<file path="src/hdl/pesq_pkg.sv">
// shared types and constants of the pending event set queue
package pesq_pkg;

   localparam int TABLE_DEPTH_DEF = 64;
   localparam int TIME_BITS_DEF   = 48;

   localparam int MODE_W       = 2;
   localparam int COMP_W       = 8;
   localparam int EVENT_TIME_W = 48;
   localparam int TAG_W        = 16;
   localparam int STATUS_W     = 2;

   typedef enum logic [MODE_W-1:0] {
      MODE_INSERT = 2'd0,
      MODE_PEEK   = 2'd1,
      MODE_TAKE   = 2'd2
   } mode_type;

   typedef enum logic [STATUS_W-1:0] {
      STATUS_OK    = 2'd0,
      STATUS_FULL  = 2'd1,
      STATUS_EMPTY = 2'd2
   } status_type;

   typedef enum logic [2:0] {
      ST_CLEAR,
      ST_IDLE,
      ST_INSERT,
      ST_SEARCH,
      ST_PURGE,
      ST_DONE
   } state_type;

   typedef struct packed {
      logic                    found;
      logic [COMP_W-1:0]       component;
      logic [EVENT_TIME_W-1:0] event_time;
      logic                    discrete;
      logic [TAG_W-1:0]        tag;
      status_type              status;
   } result_type;

endpackage

</file>
<file path="src/hdl/pesq_ctrl.sv">
// slot memory with the insert, search and purge sequencer
module pesq_ctrl
   import pesq_pkg::*;
#(
   parameter int TABLE_DEPTH = TABLE_DEPTH_DEF,
   parameter int TIME_BITS   = TIME_BITS_DEF
) (
   input  logic                               clock,
   input  logic                               reset,
   input  logic                               req_valid,
   output logic                               req_stall,
   input  logic [MODE_W-1:0]                  req_mode,
   input  logic [COMP_W-1:0]                  req_component,
   input  logic [EVENT_TIME_W-1:0]            req_event_time,
   input  logic                               req_is_discrete,
   input  logic [TAG_W-1:0]                   req_event_tag,
   input  logic                               res_ready,
   output logic                               res_load,
   output result_type                         res_data,
   output logic [$clog2(TABLE_DEPTH+1)-1:0]   res_occupancy
);

   localparam int AW        = $clog2(TABLE_DEPTH);
   localparam int CW        = $clog2(TABLE_DEPTH + 1);
   localparam int TAG_LSB   = 0;
   localparam int DISC_BIT  = TAG_W;
   localparam int TIME_LSB  = TAG_W + 1;
   localparam int COMP_LSB  = TIME_LSB + TIME_BITS;
   localparam int VALID_BIT = COMP_LSB + COMP_W;
   localparam int WORD_W    = VALID_BIT + 1;

   localparam logic [AW-1:0] LAST_ADDR  = AW'(TABLE_DEPTH - 1);
   localparam logic [CW-1:0] FULL_COUNT = CW'(TABLE_DEPTH);

   logic [WORD_W-1:0] mem [TABLE_DEPTH];

   state_type            state_ff, state_in;
   logic [CW-1:0]        count_ff, count_in;
   logic [AW-1:0]        iss_ff, iss_in;
   logic                 iss_end_ff, iss_end_in;
   logic                 rd_pend_ff, rd_pend_in;
   logic [AW-1:0]        rd_idx_ff, rd_idx_in;
   logic                 rd_last_ff, rd_last_in;
   logic [WORD_W-1:0]    rd_word_ff;
   logic [MODE_W-1:0]    mode_ff, mode_in;
   logic [COMP_W-1:0]    comp_ff, comp_in;
   logic [TIME_BITS-1:0] time_ff, time_in;
   logic                 disc_ff, disc_in;
   logic [TAG_W-1:0]     tag_ff, tag_in;
   logic                 best_found_ff, best_found_in;
   logic [AW-1:0]        best_idx_ff, best_idx_in;
   logic [WORD_W-1:0]    best_word_ff, best_word_in;
   status_type           status_ff, status_in;

   logic                 accept;
   logic                 issue;
   logic                 wr_en;
   logic [AW-1:0]        wr_addr;
   logic [WORD_W-1:0]    wr_data;
   logic                 rd_slot_valid;
   logic [COMP_W-1:0]    rd_comp;
   logic [TIME_BITS-1:0] rd_time;
   logic                 rd_disc;
   logic                 better;
   logic                 purge_hit;
   logic                 is_lookup;

   assign accept        = req_valid && !req_stall;
   assign is_lookup     = (req_mode == MODE_PEEK) || (req_mode == MODE_TAKE);
   assign rd_slot_valid = rd_word_ff[VALID_BIT];
   assign rd_comp       = rd_word_ff[COMP_LSB +: COMP_W];
   assign rd_time       = rd_word_ff[TIME_LSB +: TIME_BITS];
   assign rd_disc       = rd_word_ff[DISC_BIT];
   assign better        = rd_slot_valid &&
                          (!best_found_ff || (rd_time < best_word_ff[TIME_LSB +: TIME_BITS]));
   assign purge_hit     = rd_slot_valid &&
                          ((rd_idx_ff == best_idx_ff) || ((rd_comp == comp_ff) && !rd_disc));

   // slot memory, one write and one registered read per cycle
   always_ff @(posedge clock) begin
      if (wr_en) begin
         mem[wr_addr] <= wr_data;
      end
      if (issue) begin
         rd_word_ff <= mem[iss_ff];
      end
   end

   // next state
   always_comb begin
      state_in = state_ff;
      unique case (state_ff)
         ST_CLEAR: begin
            if (iss_ff == LAST_ADDR) state_in = ST_IDLE;
         end
         ST_IDLE: begin
            if (accept) begin
               priority if (req_mode == MODE_INSERT) begin
                  state_in = (count_ff == FULL_COUNT) ? ST_DONE : ST_INSERT;
               end else if (is_lookup) begin
                  state_in = (count_ff == '0) ? ST_DONE : ST_SEARCH;
               end else begin
                  state_in = ST_DONE;
               end
            end
         end
         ST_INSERT: begin
            if (rd_pend_ff && !rd_slot_valid) state_in = ST_DONE;
         end
         ST_SEARCH: begin
            if (rd_pend_ff && rd_last_ff) begin
               state_in = (mode_ff == MODE_TAKE) ? ST_PURGE : ST_DONE;
            end
         end
         ST_PURGE: begin
            if (rd_pend_ff && rd_last_ff) state_in = ST_DONE;
         end
         ST_DONE: begin
            if (res_ready) state_in = ST_IDLE;
         end
         default: state_in = ST_IDLE;
      endcase
   end

   // state outputs
   always_comb begin
      req_stall = (state_ff != ST_IDLE);
      issue     = 1'b0;
      wr_en     = 1'b0;
      wr_addr   = rd_idx_ff;
      wr_data   = '0;
      res_load  = 1'b0;
      unique case (state_ff)
         ST_CLEAR: begin
            wr_en   = 1'b1;
            wr_addr = iss_ff;
         end
         ST_IDLE: begin
         end
         ST_INSERT: begin
            issue   = !iss_end_ff;
            wr_en   = rd_pend_ff && !rd_slot_valid;
            wr_data = {1'b1, comp_ff, time_ff, disc_ff, tag_ff};
         end
         ST_SEARCH: begin
            issue = !iss_end_ff;
         end
         ST_PURGE: begin
            issue   = !iss_end_ff;
            wr_en   = rd_pend_ff && purge_hit;
            wr_data = {1'b0, rd_word_ff[VALID_BIT-1:0]};
         end
         ST_DONE: begin
            res_load = res_ready;
         end
         default: begin
         end
      endcase
   end

   // datapath next values
   always_comb begin
      count_in      = count_ff;
      iss_in        = iss_ff;
      iss_end_in    = iss_end_ff;
      rd_pend_in    = issue;
      rd_idx_in     = iss_ff;
      rd_last_in    = (iss_ff == LAST_ADDR);
      mode_in       = mode_ff;
      comp_in       = comp_ff;
      time_in       = time_ff;
      disc_in       = disc_ff;
      tag_in        = tag_ff;
      best_found_in = best_found_ff;
      best_idx_in   = best_idx_ff;
      best_word_in  = best_word_ff;
      status_in     = status_ff;

      if (state_ff == ST_CLEAR) begin
         iss_in = iss_ff + 1'b1;
      end

      if (issue) begin
         iss_in     = iss_ff + 1'b1;
         iss_end_in = (iss_ff == LAST_ADDR);
      end

      if (accept) begin
         mode_in       = req_mode;
         comp_in       = req_component;
         time_in       = TIME_BITS'(req_event_time);
         disc_in       = req_is_discrete;
         tag_in        = req_event_tag;
         iss_in        = '0;
         iss_end_in    = 1'b0;
         best_found_in = 1'b0;
         priority if ((req_mode == MODE_INSERT) && (count_ff == FULL_COUNT)) begin
            status_in = STATUS_FULL;
         end else if (is_lookup && (count_ff == '0)) begin
            status_in = STATUS_EMPTY;
         end else begin
            status_in = STATUS_OK;
         end
      end

      if ((state_ff == ST_SEARCH) && rd_pend_ff) begin
         if (better) begin
            best_found_in = 1'b1;
            best_idx_in   = rd_idx_ff;
            best_word_in  = rd_word_ff;
         end
         if (rd_last_ff) begin
            iss_in     = '0;
            iss_end_in = 1'b0;
         end
      end

      if (wr_en && (state_ff == ST_INSERT)) begin
         count_in = count_ff + 1'b1;
      end
      if (wr_en && (state_ff == ST_PURGE)) begin
         count_in = count_ff - 1'b1;
      end
   end

   always_ff @(posedge clock) begin
      if (reset) begin
         state_ff      <= ST_CLEAR;
         count_ff      <= '0;
         iss_ff        <= '0;
         iss_end_ff    <= 1'b0;
         rd_pend_ff    <= 1'b0;
         best_found_ff <= 1'b0;
      end else begin
         state_ff      <= state_in;
         count_ff      <= count_in;
         iss_ff        <= iss_in;
         iss_end_ff    <= iss_end_in;
         rd_pend_ff    <= rd_pend_in;
         best_found_ff <= best_found_in;
      end
   end

   always_ff @(posedge clock) begin
      rd_idx_ff    <= rd_idx_in;
      rd_last_ff   <= rd_last_in;
      mode_ff      <= mode_in;
      comp_ff      <= comp_in;
      time_ff      <= time_in;
      disc_ff      <= disc_in;
      tag_ff       <= tag_in;
      best_idx_ff  <= best_idx_in;
      best_word_ff <= best_word_in;
      status_ff    <= status_in;
   end

   // fields read as zero when nothing is reported
   always_comb begin
      res_data.found      = best_found_ff;
      res_data.component  = '0;
      res_data.event_time = '0;
      res_data.discrete   = 1'b0;
      res_data.tag        = '0;
      res_data.status     = status_ff;
      if (best_found_ff) begin
         res_data.component  = best_word_ff[COMP_LSB +: COMP_W];
         res_data.event_time = EVENT_TIME_W'(best_word_ff[TIME_LSB +: TIME_BITS]);
         res_data.discrete   = best_word_ff[DISC_BIT];
         res_data.tag        = best_word_ff[TAG_LSB +: TAG_W];
      end
   end

   assign res_occupancy = count_ff;

endmodule

</file>
<file path="src/hdl/pending_event_set_queue.sv">
// Pending event set queue: an unsorted table of TABLE_DEPTH event slots held in one
// synchronous memory with a single read and a single write port. Each walking operation
// scans the memory one slot per cycle through that read port: an insert walks up to the
// lowest free slot, a peek makes one pass for the earliest event, and a take makes two
// passes (one for the earliest event, one to free it and purge the non-discrete events
// of the requested component). An insert into a full table, a peek or take on an empty
// table, or an unused mode does not walk the memory at all. Ties on time go to the
// lowest slot. After reset the block sweeps the memory to mark every slot free and holds
// req_stall high meanwhile. A finished result sits in an output register, so the next
// request is taken while the previous result still waits on rsp_stall.
module pending_event_set_queue
   import pesq_pkg::*;
#(
   parameter int TABLE_DEPTH = TABLE_DEPTH_DEF,
   parameter int TIME_BITS   = TIME_BITS_DEF
) (
   input  logic                               clock,
   input  logic                               reset,
   input  logic                               req_valid,
   output logic                               req_stall,
   input  logic [MODE_W-1:0]                  req_mode,
   input  logic [COMP_W-1:0]                  req_component,
   input  logic [EVENT_TIME_W-1:0]            req_event_time,
   input  logic                               req_is_discrete,
   input  logic [TAG_W-1:0]                   req_event_tag,
   output logic                               rsp_valid,
   input  logic                               rsp_stall,
   output logic                               rsp_found,
   output logic [COMP_W-1:0]                  rsp_out_component,
   output logic [EVENT_TIME_W-1:0]            rsp_out_time,
   output logic                               rsp_out_discrete,
   output logic [TAG_W-1:0]                   rsp_out_tag,
   output logic [$clog2(TABLE_DEPTH+1)-1:0]   rsp_occupancy,
   output logic [STATUS_W-1:0]                rsp_status
);

   localparam int CW = $clog2(TABLE_DEPTH + 1);

   logic          res_ready;
   logic          res_load;
   result_type    res_data;
   logic [CW-1:0] res_occupancy;

   logic          rsp_valid_ff, rsp_valid_in;
   result_type    rsp_data_ff;
   logic [CW-1:0] rsp_occ_ff;

   pesq_ctrl #(
      .TABLE_DEPTH (TABLE_DEPTH),
      .TIME_BITS   (TIME_BITS)
   ) u_ctrl (
      .clock           (clock),
      .reset           (reset),
      .req_valid       (req_valid),
      .req_stall       (req_stall),
      .req_mode        (req_mode),
      .req_component   (req_component),
      .req_event_time  (req_event_time),
      .req_is_discrete (req_is_discrete),
      .req_event_tag   (req_event_tag),
      .res_ready       (res_ready),
      .res_load        (res_load),
      .res_data        (res_data),
      .res_occupancy   (res_occupancy)
   );

   // output register frees up on the cycle its transfer completes
   assign res_ready    = !rsp_valid_ff || !rsp_stall;
   assign rsp_valid_in = res_load || (rsp_valid_ff && rsp_stall);

   always_ff @(posedge clock) begin
      if (reset) begin
         rsp_valid_ff <= 1'b0;
      end else begin
         rsp_valid_ff <= rsp_valid_in;
      end
   end

   always_ff @(posedge clock) begin
      if (res_load) begin
         rsp_data_ff <= res_data;
         rsp_occ_ff  <= res_occupancy;
      end
   end

   assign rsp_valid         = rsp_valid_ff;
   assign rsp_found         = rsp_data_ff.found;
   assign rsp_out_component = rsp_data_ff.component;
   assign rsp_out_time      = rsp_data_ff.event_time;
   assign rsp_out_discrete  = rsp_data_ff.discrete;
   assign rsp_out_tag       = rsp_data_ff.tag;
   assign rsp_occupancy     = rsp_occ_ff;
   assign rsp_status        = rsp_data_ff.status;

endmodule

</file>
<file path="config.mk">
export PLATFORM = sky130hd
export DESIGN_NAME = pending_event_set_queue
export DESIGN_NICKNAME = d
export VERILOG_FILES = /design/src/hdl/pesq_pkg.sv /design/src/hdl/pesq_ctrl.sv /design/src/hdl/pending_event_set_queue.sv
export SDC_FILE = /design/constraint.sdc
export NUM_CORES = 2
export LEC_CHECK = 0
export BUFFER_PORTS_ARGS = -buffer_cell sky130_fd_sc_hd__clkbuf_2
export CAP_MARGIN = 25
export CORE_MARGIN = 3
export CORE_UTILIZATION = 55
export CTS_BUF_LIST = sky130_fd_sc_hd__clkbuf_8
export DETAILED_ROUTE_END_ITERATION = 8
export PLACE_DENSITY = 0.71
export SYNTH_ARGS = -nofsm -noshare
export SYNTH_HDL_FRONTEND = slang
export SYNTH_MEMORY_MAX_BITS = 65536
export SYNTH_SLANG_ARGS = --single-unit
</file>
<file path="constraint.sdc">
create_clock -name clock -period 9.1 [get_ports clock]
set_clock_uncertainty 0.1 [all_clocks]
set_input_delay 0.455 -clock clock [delete_from_list [all_inputs] [get_ports clock]]
set_output_delay 0.455 -clock clock [all_outputs]
set_load 0.05 [all_outputs]
</file>
# After elaboration in Yosys (flattened, before gate mapping)
# Memory sizes are Yosys's and may differ from the RTL's. A register that Yosys moved wholly into a read port is not among the register bits.
# Cells that the tools add are included.
# classes
n_shift,0
mux,34
eq_ne,19
reduce_logical,32
n_div,0
multipliers,0
n_bitwise,0
addsub,3
order_cmp,1
# ops
operator,count
case mux 74 bit (2 select lines),1
less-than comparator 48 bit,1
two-way mux 6 bit,6
two-way mux 3 bit,10
case mux 3 bit (6 select lines),1
two-way mux 7 bit,2
logical AND 1 bit,13
two-way mux 1 bit,12
inequality test 2 x 1 -> 1 bit (second input constant),6
== test 8 bit,1
adder 7 x 1 -> 7 bit (second input constant),1
== test 7 bit (second input constant),1
logical NOT 1 bit,7
logical NOT 7 bit,1
subtractor 7 x 1 -> 7 bit (second input constant),1
adder 6 x 1 -> 6 bit (second input constant),1
== test 3 x 2 -> 1 bit (second input constant),2
== test 3 bit (second input constant),2
== test 6 bit,1
== test 6 bit (second input constant),1
AND reduction 6 bit,1
logical OR 1 bit,5
== test 2 bit (second input constant),2
== test 3 x 1 -> 1 bit (second input constant),1
other kinds (9),9
# word_totals
ramBits,4736
latchBits,0
output_inout_bits,85
regBits,266
romBits,0
memories,1
in_bits,79
# memory_table
name,words,word_bits,rd,rd_clocked_by_memory_dff,wr,line,source
u_ctrl.mem,64,74,1,1,1,pesq_ctrl.sv:35,logic [WORD_W-1:0] mem [TABLE_DEPTH];

# Depth between registers and ports, before layout
# logic_depth
depth_word,9
ltp_mapped,9
ltp_nobuf,9

# By module
# From an unflattened synthesis, not the netlist that was laid out.
# hier_totals
hier_cells,8185
hier_area_um2,191561.2
# by_module_without_submodules
module,instances,cells_each,area_each_um2,seq_area_each_um2
pesq_ctrl,1,8098,189036.3,149643.5
pending_event_set_queue,1,87,2524.9,2512.4

# Worst setup path after synthesis
# No wires, ideal clock.
# synth_path
kind,register to register
start,"register u_ctrl.rd_word_ff[40], read port of u_ctrl.mem"
end,"register u_ctrl.best_idx_ff[0], enable pin"
stages_incl_launch_ff,8
path_slack_ns,3.095
arrival_ns,5.363
cell_sequence,edfxtp_1 > ha_1 > a2111oi_0 > nand2_1 > o211ai_1 > o211a_1 > o31ai_1 > a21oi_1
# synth_between
elab_chain_cells,4
# synth_rtl
item,line,source
from (decl),pesq_ctrl.sv:44,logic [WORD_W-1:0] rd_word_ff;
less-than comparator 48 bit,pesq_ctrl.sv:75,(!best_found_ff || (rd_time < best_word_ff[TIME_LSB +: TIME_BITS]));
logical OR 1 bit,pesq_ctrl.sv:75,
logical AND 1 bit,pesq_ctrl.sv:74,assign better = rd_slot_valid &&
AND reduction 2 bit (no source line),--,
to (signal assigned),pesq_ctrl.sv:252,best_idx_ff <= best_idx_in;
to (decl),pesq_ctrl.sv:51,"logic [AW-1:0] best_idx_ff, best_idx_in;"
# Every way passes these cells.
# A chain may end at the register's enable or synchronous reset.

# Worst setup path after layout
# layout_path
start,register u_ctrl.state_ff[2]
end,"memory u_ctrl.mem[46][12] (netlist bit), enable pin"
# layout_between
elab_chain_cells,4
word_cells_on_any_way,7
classes_between,eq/ne: 2; mux: 4; reduce/logical: 1
# layout_rtl
item,line,source
from (decl),pesq_ctrl.sv:37,"state_type state_ff, state_in;"
from (signal assigned),pesq_ctrl.sv:235,state_ff <= state_in;
== test 3 bit (tied with other cells),pesq_ctrl.sv:133,unique case (state_ff)
case mux 1 bit (3 select lines),pesq_ctrl.sv:133,
two-way mux 1 bit,pesq_ctrl.sv:81,if (wr_en) begin
two-way mux 1 bit (not written as such),pesq_ctrl.sv:82,mem[wr_addr] <= wr_data;
to (decl),pesq_ctrl.sv:35,
# Parallel ways exist; a longest one is shown, timed or not.

==> results.sh <==
export IMPL_vias_in_the_first_global_route=96800
export IMPL_routed_via_count=96600
export IMPL_avgSynthCellArea_um2=23.3
export IMPL_synth_fp_nets=8321
export IMPL_ctsResizeCount=0
export IMPL_htreeDepth=6
export IMPL_synth_cells=8192
export IMPL_fin_area_mm2=0.214
export IMPL_vdd_ir_drop_worst_v=0.000198
export IMPL_postSynth_topFlopCell="sky130_fd_sc_hd__edfxtp_1"
export IMPL_startpoint_type="register"
export IMPL_design_die_area_mm2=0.355
export IMPL_worst_pin_slew_ns=1.34
export IMPL_synth_top_cells_by_area="sky130_fd_sc_hd__edfxtp_1 (79%), sky130_fd_sc_hd__mux4_2 (14%), sky130_fd_sc_hd__a22oi_1 (1.2%)"
export IMPL_wl_final_mm=509
export IMPL_cp_max_fo=39
export IMPL_timing_max_cap_violations=0
export IMPL_timing_fmax_ghz=0.188
export IMPL_drt_wirelength_per_cell_um=35.8
export IMPL_final_min_clock_period_ns=5.31
export IMPL_clk_latency_ns=1.24
export IMPL_core_area_mm2=0.345
export IMPL_synthesis_area_mm2=0.191
export IMPL_rsz0062_at_grt="no"
export IMPL_dieHeight_um=596
export IMPL_grt_max_degree=118
export IMPL_clock_tree_from_tritoncts="done"
export IMPL_postPlaceCellArea_mm2=0.199
export IMPL_core_rowCount=215
export IMPL_clock_sink_total=5076
export IMPL_cts_hold_fix_buffers=157
export IMPL_timing_critical_path_required_ns=9.81
export IMPL_post_route_drc_count=0
export IMPL_max_slew_margin_rel_pct=10.8
export IMPL_globalRouteTotalUtil_pct=28.7
export IMPL_setup_tns_final_ns=0
export IMPL_hold_worst_slack_ns=0.172
export IMPL_areaGrowthSynthToFinish_pct=12.1
export IMPL_numPortBuffers=163
export IMPL_wire_length_of_the_first_global_routing_pass_mm=722
export IMPL_power_density_mw_per_mm2=241
export IMPL_initial_utilization_pct=55.5
export IMPL_static_leakage_power_nw=69.6
export IMPL_number_of_cells_traversed_by_the_worst_register_to_register_path=8
export IMPL_report_final_setup_viol=0
export IMPL_hold_violations=0
export IMPL_place_detailed_hpwl_mm=267
export IMPL_n_fill_cell=22500
export IMPL_drtIter0Drc=15100
export IMPL_share_of_yosys_cell_area_claimed_by_the_top_area_cell_type_pct=79.3
export IMPL_post_place_cells=12700
export IMPL_worst_setup_path_end_kind="register"
export IMPL_post_route_period_util_pct=58.4
export IMPL_firstDrtPassIters=5
export IMPL_grt_remaining_overflow=0
export IMPL_antenna_violating_nets_post_route=0
export IMPL_asyncSetResetFlopFracSynth_pct=0
export IMPL_via_per_inst=6.78
export IMPL_clk_pin_slew_ns=0.06
export IMPL_synth_enable_flop_cells=5049
export IMPL_netlist_cell_type_count=60
export IMPL_area_leader_netlist="sky130_fd_sc_hd__edfxtp_1"
export IMPL_synth_yosys_seq_area_share_pct=79.6
export IMPL_critical_path_class="reg2reg"
export IMPL_synth_yosys_warnings=0
export IMPL_postCtsSetupRepairBufs=0
export IMPL_antenna_found_initial=18
export IMPL_clock_tree_root_cell="sky130_fd_sc_hd__clkbuf_8"
export IMPL_hold_path_class="in2reg"
export IMPL_routabilityCongestion=0.807
export IMPL_cts_buffer_depth=4
export IMPL_top_level_pins=164
export IMPL_layout_cells_sized_above_1_pct=27.4
export IMPL_synth_seq_cells=5076
export IMPL_status="finished, final reports clean"
export IMPL_layout_nets=9229
export IMPL_holdPathStages=2
export IMPL_instances_no_fill=14200
export IMPL_slew_violations=0
export IMPL_tritoncts_num_buffers=747
export IMPL_die_w_um=596
export IMPL_critPathArrivalTime_ns=6.03
area by class of cell:
class	count	area, um^2	share of cell area, %
multi-input cells	2595	37400	17.5
flip-flops and latches	5076	152000	71.0
repair buffers	624	5420	2.53
well taps	4557	5700	2.66
inverters	56	210	0.0981
diodes	4	10.0	0.00467
clock inverters	563	2780	1.30
clock buffers	764	10500	4.91
cells in the mapped netlist, drive strengths merged, types with 3 or more instances:
cell and count:
o31ai 6, a221oi 149, a22o 221, nand4 11, mux2i 3, o21ai 15, a21o 5, nand3 15
a22oi 296, edfxtp 5049, xor2 16, nand2b 10, nor2b 6, xnor2 10, nor3 11, and2 75
dfxtp 27, a41oi 4, nand3b 4, inv 56, nand2 36, a21oi 174, a31oi 6, or3 3
clkbuf 297, o221ai 74, buf 168, nor4 5, nor2 178, ha 50, mux4 1184
final timing paths:
kind,startpoint,endpoint,slack [ns]
max,u_ctrl.state_ff[2],u_ctrl.mem[46][12],3.79
min,req_component[0],u_ctrl.comp_ff[0],0.17
max reg2reg,u_ctrl.state_ff[2],u_ctrl.mem[46][12],3.79
min reg2reg,u_ctrl.status_ff[0],rsp_status[0],0.32
kinds of logic after synthesis:
group                      count (synthesis)  share of synthesized area (%)
adders and majority gates                 50                          0.327
AOI/OAI and AO/OA                        967                           3.93
muxes                                   1187                           14.0
and+or+nand+nor                          365                          0.920
xor gates and xnor gates                  26                          0.119
DFF                                     5076                           79.6
buffers and inverters                    521                           1.13
report_power, final:
part | internal [W] | switching, W
Clock | 0.00814 | 0.00856
Combinational | 0.00379 | 0.00479
Sequential | 0.0262 | 0.000243
routing by layer:
metal | track usage (%) | vias up | part of all wire [%]
li1 | - | 37400 | -
met1 | 40.5 | 51100 | 36
met2 | 44.1 | 7086 | 47
met3 | 6.91 | 1044 | 12
met4 | 10.7 | 10 | 3.9
met5 | 0 | - | 0.012
cell usage in the layout (no fill, tap or decap), drive strengths merged, types with 6 or more instances in the layout:
cell,Yosys,final
a21oi,174,174
a221oi,149,149
a22o,221,221
a22oi,296,296
a31oi,6,6
and2,75,75
buf,168,302
bufinv,0,12
clkbuf,297,929
clkinv,0,272
clkinvlp,0,16
dfxtp,27,27
dlygate4sd3,0,157
edfxtp,5049,5049
ha,50,50
inv,56,319
mux4,1184,1184
nand2,36,36
nand2b,10,10
nand3,15,15
nand4,11,11
nor2,178,178
nor2b,6,6
nor3,11,11
o21ai,15,15
o221ai,74,74
o31ai,6,6
xnor2,10,10
xor2,16,16
metrics by stage:
stage | setup slack (ns) | util (%) | total power, W
after detailed placement | 3.88 | 57.8 | 0.0354
after floorplan | 3.09 | - | 0.0328
after global placement | 3.49 | 57.7 | 0.0353
final | 3.79 | 62.2 | 0.0517
after CTS | 3.87 | 62.1 | 0.0519
after global routing | 3.66 | 62.2 | 0.0535
critical path, cell delays in order, from the launching register on:
cell and delay [ns]:
sky130_fd_sc_hd__dfxtp_1 0.58, sky130_fd_sc_hd__or3b_4 0.49, sky130_fd_sc_hd__nor4_2 0.39, sky130_fd_sc_hd__a32oi_4 0.16, sky130_fd_sc_hd__nand2b_2 0.47, sky130_fd_sc_hd__a41oi_4 0.43, sky130_fd_sc_hd__nor2_4 0.57, sky130_fd_sc_hd__buf_4 0.78
sky130_fd_sc_hd__buf_4 0.81
sequential cells by signal (all words and copies together), names as in the netlist, 7 cells and up:
name                  flops
u_ctrl.mem             4736
u_ctrl.rd_word_ff        74
u_ctrl.best_word_ff      73
rsp_out_time             48
u_ctrl.time_ff           48
rsp_out_tag              16
u_ctrl.tag_ff            16
rsp_out_component         8
u_ctrl.comp_ff            8
rsp_occupancy             7
u_ctrl.res_occupancy      7
Power figures use the tool's default switching activity.
